File: config.mk
export PLATFORM = sky130hd
export DESIGN_NAME = trs_ctrl
export DESIGN_NICKNAME = d
export VERILOG_FILES = /design/src/sv/trs_pkg.sv /design/src/sv/trs_ctrl.sv
export SDC_FILE = /design/constraint.sdc
export NUM_CORES = 1
export LEC_CHECK = 0
export BUFFER_PORTS_ARGS = -buffer_cell sky130_fd_sc_hd__buf_2
export CORE_AREA = 3 3 40 42
export DETAILED_ROUTE_END_ITERATION = 8
export DIE_AREA = 0 0 43 45
export PLACE_DENSITY = 0.38
export SYNTH_ARGS = -nofsm -noshare
export SYNTH_HDL_FRONTEND = slang
export SYNTH_SLANG_ARGS = --single-unit
File: constraint.sdc
create_clock -name clk_i -period 1.3 [get_ports clk_i]
set_input_delay 0.065 -clock clk_i [delete_from_list [all_inputs] [get_ports clk_i]]
set_output_delay 0.065 -clock clk_i [all_outputs]
set_load 0.02 [all_outputs]
File: src/sv/trs_pkg.sv
// ----------------------------------------------------------------------------
// trs_pkg
// Shared types and constants of the tagged record store: request kinds,
// controller states, controller/datapath command and status bundles.
// ----------------------------------------------------------------------------
package trs_pkg;

  localparam int unsigned BufSizeDef = 1024;

  localparam int unsigned KindW   = 3;
  localparam int unsigned SizeW   = 8;
  localparam int unsigned TagW    = 8;
  localparam int unsigned NthW    = 9;
  localparam int unsigned CapW    = 11;
  localparam int unsigned OffW    = 10;
  localparam int unsigned CountW  = 10;
  localparam int unsigned PosW    = 12;
  localparam int unsigned InDataW  = 32;
  localparam int unsigned OutDataW = 56;

  localparam logic [TagW-1:0]   TagAny     = 8'hFF;
  localparam int unsigned       HdrBytes   = 2;
  localparam logic [SizeW-1:0]  MaxPayload = 8'd253;
  localparam logic [CapW-1:0]   CapReset   = 11'd1024;
  localparam logic [CountW-1:0] CountMax   = 10'd1023;

  typedef enum logic [KindW-1:0] {
    KindAdd    = 3'd0,
    KindWipe   = 3'd1,
    KindRewind = 3'd2,
    KindPeek   = 3'd3,
    KindNext   = 3'd4,
    KindNth    = 3'd5
  } trs_kind_e;

  typedef enum logic [2:0] {
    StIdle,
    StStart,
    StCheck,
    StEval,
    StEmit
  } trs_state_e;

  typedef struct packed {
    logic load_req;
    logic start;
    logic eval;
    logic emit;
  } trs_cmd_t;

  typedef struct packed {
    logic search;
    logic more;
    logic hit;
    logic out_free;
  } trs_sts_t;

endpackage

File: src/sv/trs_ctrl.sv
// ----------------------------------------------------------------------------
// trs_ctrl
// Request sequencer: accepts a request, runs the immediate update or the
// header walk one record at a time, and hands the result to the output stage.
// ----------------------------------------------------------------------------
module trs_ctrl (
  input  logic             clk_i,
  input  logic             rst_ni,
  input  logic             in_valid_i,
  output logic             in_ready_o,
  input  trs_pkg::trs_sts_t sts_i,
  output trs_pkg::trs_cmd_t cmd_o
);

  trs_pkg::trs_state_e state_q, state_d;

  always_ff @(posedge clk_i or negedge rst_ni) begin
    if (!rst_ni) begin
      state_q <= trs_pkg::StIdle;
    end else begin
      state_q <= state_d;
    end
  end

  always_comb begin
    state_d = state_q;
    case (state_q)
      trs_pkg::StIdle: begin
        if (in_valid_i) state_d = trs_pkg::StStart;
      end
      trs_pkg::StStart: begin
        state_d = sts_i.search ? trs_pkg::StCheck : trs_pkg::StEmit;
      end
      trs_pkg::StCheck: begin
        state_d = sts_i.more ? trs_pkg::StEval : trs_pkg::StEmit;
      end
      trs_pkg::StEval: begin
        state_d = sts_i.hit ? trs_pkg::StEmit : trs_pkg::StCheck;
      end
      trs_pkg::StEmit: begin
        if (sts_i.out_free) state_d = trs_pkg::StIdle;
      end
      default: state_d = trs_pkg::StIdle;
    endcase
  end

  always_comb begin
    in_ready_o     = 1'b0;
    cmd_o          = '0;
    case (state_q)
      trs_pkg::StIdle: begin
        in_ready_o     = 1'b1;
        cmd_o.load_req = in_valid_i;
      end
      trs_pkg::StStart: begin
        cmd_o.start = 1'b1;
      end
      trs_pkg::StCheck: ;
      trs_pkg::StEval: begin
        cmd_o.eval = 1'b1;
      end
      trs_pkg::StEmit: begin
        cmd_o.emit = sts_i.out_free;
      end
      default: ;
    endcase
  end

endmodule

==> impl_metrics.json <==
{
  "grt_start_max_net_pins": 11,
  "p_leak_nw": 0.1571,
  "port_buffers": 11,
  "core_um2": 1285,
  "dieArea_um2": 1935,
  "first_iter_violations": 1,
  "worst_pin_slew_ns": 0.1656,
  "vdd.ir_drop.worst_mv": 0.6680,
  "die_y_um": 45,
  "viasPerCell": 4.073,
  "antenna_left": 0,
  "via_count": 224,
  "cts_max_level": 1,
  "slew_headroom": 0.8894,
  "clk_pin_slew_worst_paths_ns": 0.04,
  "synth_seq_cells": 3,
  "power.density_nw_per_um2": 2226,
  "crit_arrival_ns": 1.15,
  "syn_nets": 31,
  "synthCells": 24,
  "cts-root-buf": "clkbuf_4",
  "hold_viol": 0,
  "ios": 12,
  "period_share": 0.9319,
  "reg_top3": "state_q: 3 flops",
  "grt_pass1_vias": 205,
  "clkLatencyLatePin_ns": 0.23,
  "wl_um": 480,
  "fin_crit_ns": 1.211,
  "cts.sinks": 3,
  "largest_reg_flops": 3,
  "slew_violations": 0,
  "status": "finished clean",
  "clock_path_buffers": 2,
  "dr.pass1.iters": 2,
  "layout_setup_ws_ns": 0.08853,
  "min_path_type": "in -> reg",
  "post-place-cells": 48,
  "crit_required_ns": 1.24,
  "fmax_mhz": 825.4,
  "post_drt_wl_per_cell_um": 8.727,
  "setup_viol": 0,
  "crit_type": "reg -> out",
  "yosys_warnings": 0,
  "syn-cell-area_um2": 217.7,
  "die_w_um": 43,
  "start_util": 0.1694,
  "finalCoreUtilization": 0.2571,
  "pre_cts_ws_ns": 0.2298,
  "gr-total-overflow": 0,
  "rsz0062_at_grt": "false",
  "grt_pass1_wl_um": 793,
  "synth_cell_types": 19,
  "place_area_um2": 272.8,
  "final_cell_area_um2": 330.3,
  "fin_hold_ws_ns": 0.04298,
  "ys_seq_area_frac": 0.3448,
  "gp_congestion": 0.6825,
  "drc": 0,
  "drv_cap": 0,
  "final_nets": 48,
  "num_rows": 13,
  "dr.max_layer_used": "met3",
  "crit_path_end_kind": "output pin",
  "worstPathMaxFanout": 8,
  "layout-drive-gt1-share": 0.5250,
  "skew_ns": 0.0004323,
  "critPathLaunchType": "flip-flop",
  "total_power_mw": 0.7351,
  "wl_met3_um": 43,
  "fin_cells": 55,
  "top_register": "state_q",
  "synth_area_per_cell_um2": 9.071,
  "area_growth_pct": 51.72,
  "wl_met2_um": 234,
  "final.setup.tns_ns": 0,
  "diodes": 0,
  "grt_usage": 0.06093,
  "wl_met1_um": 203,
  "antenna_found_initial": 0,
  "tritoncts": "yes",
  "cts_buffers": 3
}
[metal layers]
metal | up-vias | track usage
met3 | 0 | 0.03984
met1 | 101 | 0.06553
met4 | 0 | 0.07229
met2 | 8 | 0.07186
li1 | 115 | -
met5 | - | 0
[power by group]
part / switching [mW] / internal [mW] / total [mW]
Clock: 0.0457 / 0.115 / 0.161
Combinational: 0.172 / 0.180 / 0.353
Sequential: 0.0826 / 0.139 / 0.222
Total: 0.301 / 0.434 / 0.735
[final cells by class]
cell class | instances | area, um^2
Fill cell | 156 | 954.7
Multi-Input combinational cell | 19 | 123.9
Timing Repair Buffer | 14 | 82.58
Sequential cell | 3 | 78.83
Clock buffer | 4 | 26.28
Tap cell | 15 | 18.77
[synth_stat cells (all sizes together)]
cell type	n	area, um^2
nor3b	1	7.510
dfrtp	3	75.07
and2	1	6.260
nand2	1	3.750
nor3	2	15.01
nor2	2	7.510
o21ai	1	5.000
and3b	1	10.01
a32oi	1	8.760
nor2b	2	12.51
buf	2	18.77
nand2b	2	12.51
a21oi	1	5.000
o22ai	1	6.260
nand3b	1	7.510
mux2i	1	10.01
and3	1	6.260
[path summary, 6_finish.rpt]
path	from	end	slack, ns	depth (start not counted)
worst max register to register	state_q[0]	state_q[2]	0.27	3
worst min register to register	state_q[2]	state_q[1]	0.52	1
max in group asynchronous	rst_ni	state_q[0]	1.02	2
min in group asynchronous	rst_ni	state_q[2]	0.16	2
worst min-delay path	sts_i[0]	state_q[2]	0.04	2
worst max-delay path	state_q[1]	cmd_o[3]	0.09	3
[cells in the final DEF, fill, tap and decap left out, types with 2 or more instances in the layout]
cell type	instances
nor2b_1	2
nor2_1	2
buf_2	10
dfrtp_2	3
buf_4	3
clkbuf_4	3
nand2b_1	2
[worst max-delay path, cell delays in order, from the launching register on]
cell	delay, ns
dfrtp_2	0.45
nor3_2	0.20
and2_1	0.14
buf_4	0.13
[cell families after synthesis]
group,synth area share
AO/OA/AOI/OAI,0.1149
buffers and inverters,0.08622
flip-flops,0.3448
multiplexers,0.04598
AND/OR/NAND/NOR,0.4081
[repair_timing]
item / CTS / global route
setup endpoints to repair: 0 / 2
hold buffers: 1 / 0
endpoints found under the hold margin: 3 / 0
setup buffers: 0 / 2
resized for setup: 0 / 4
Note: power is estimated with default switching activity, not from simulation.
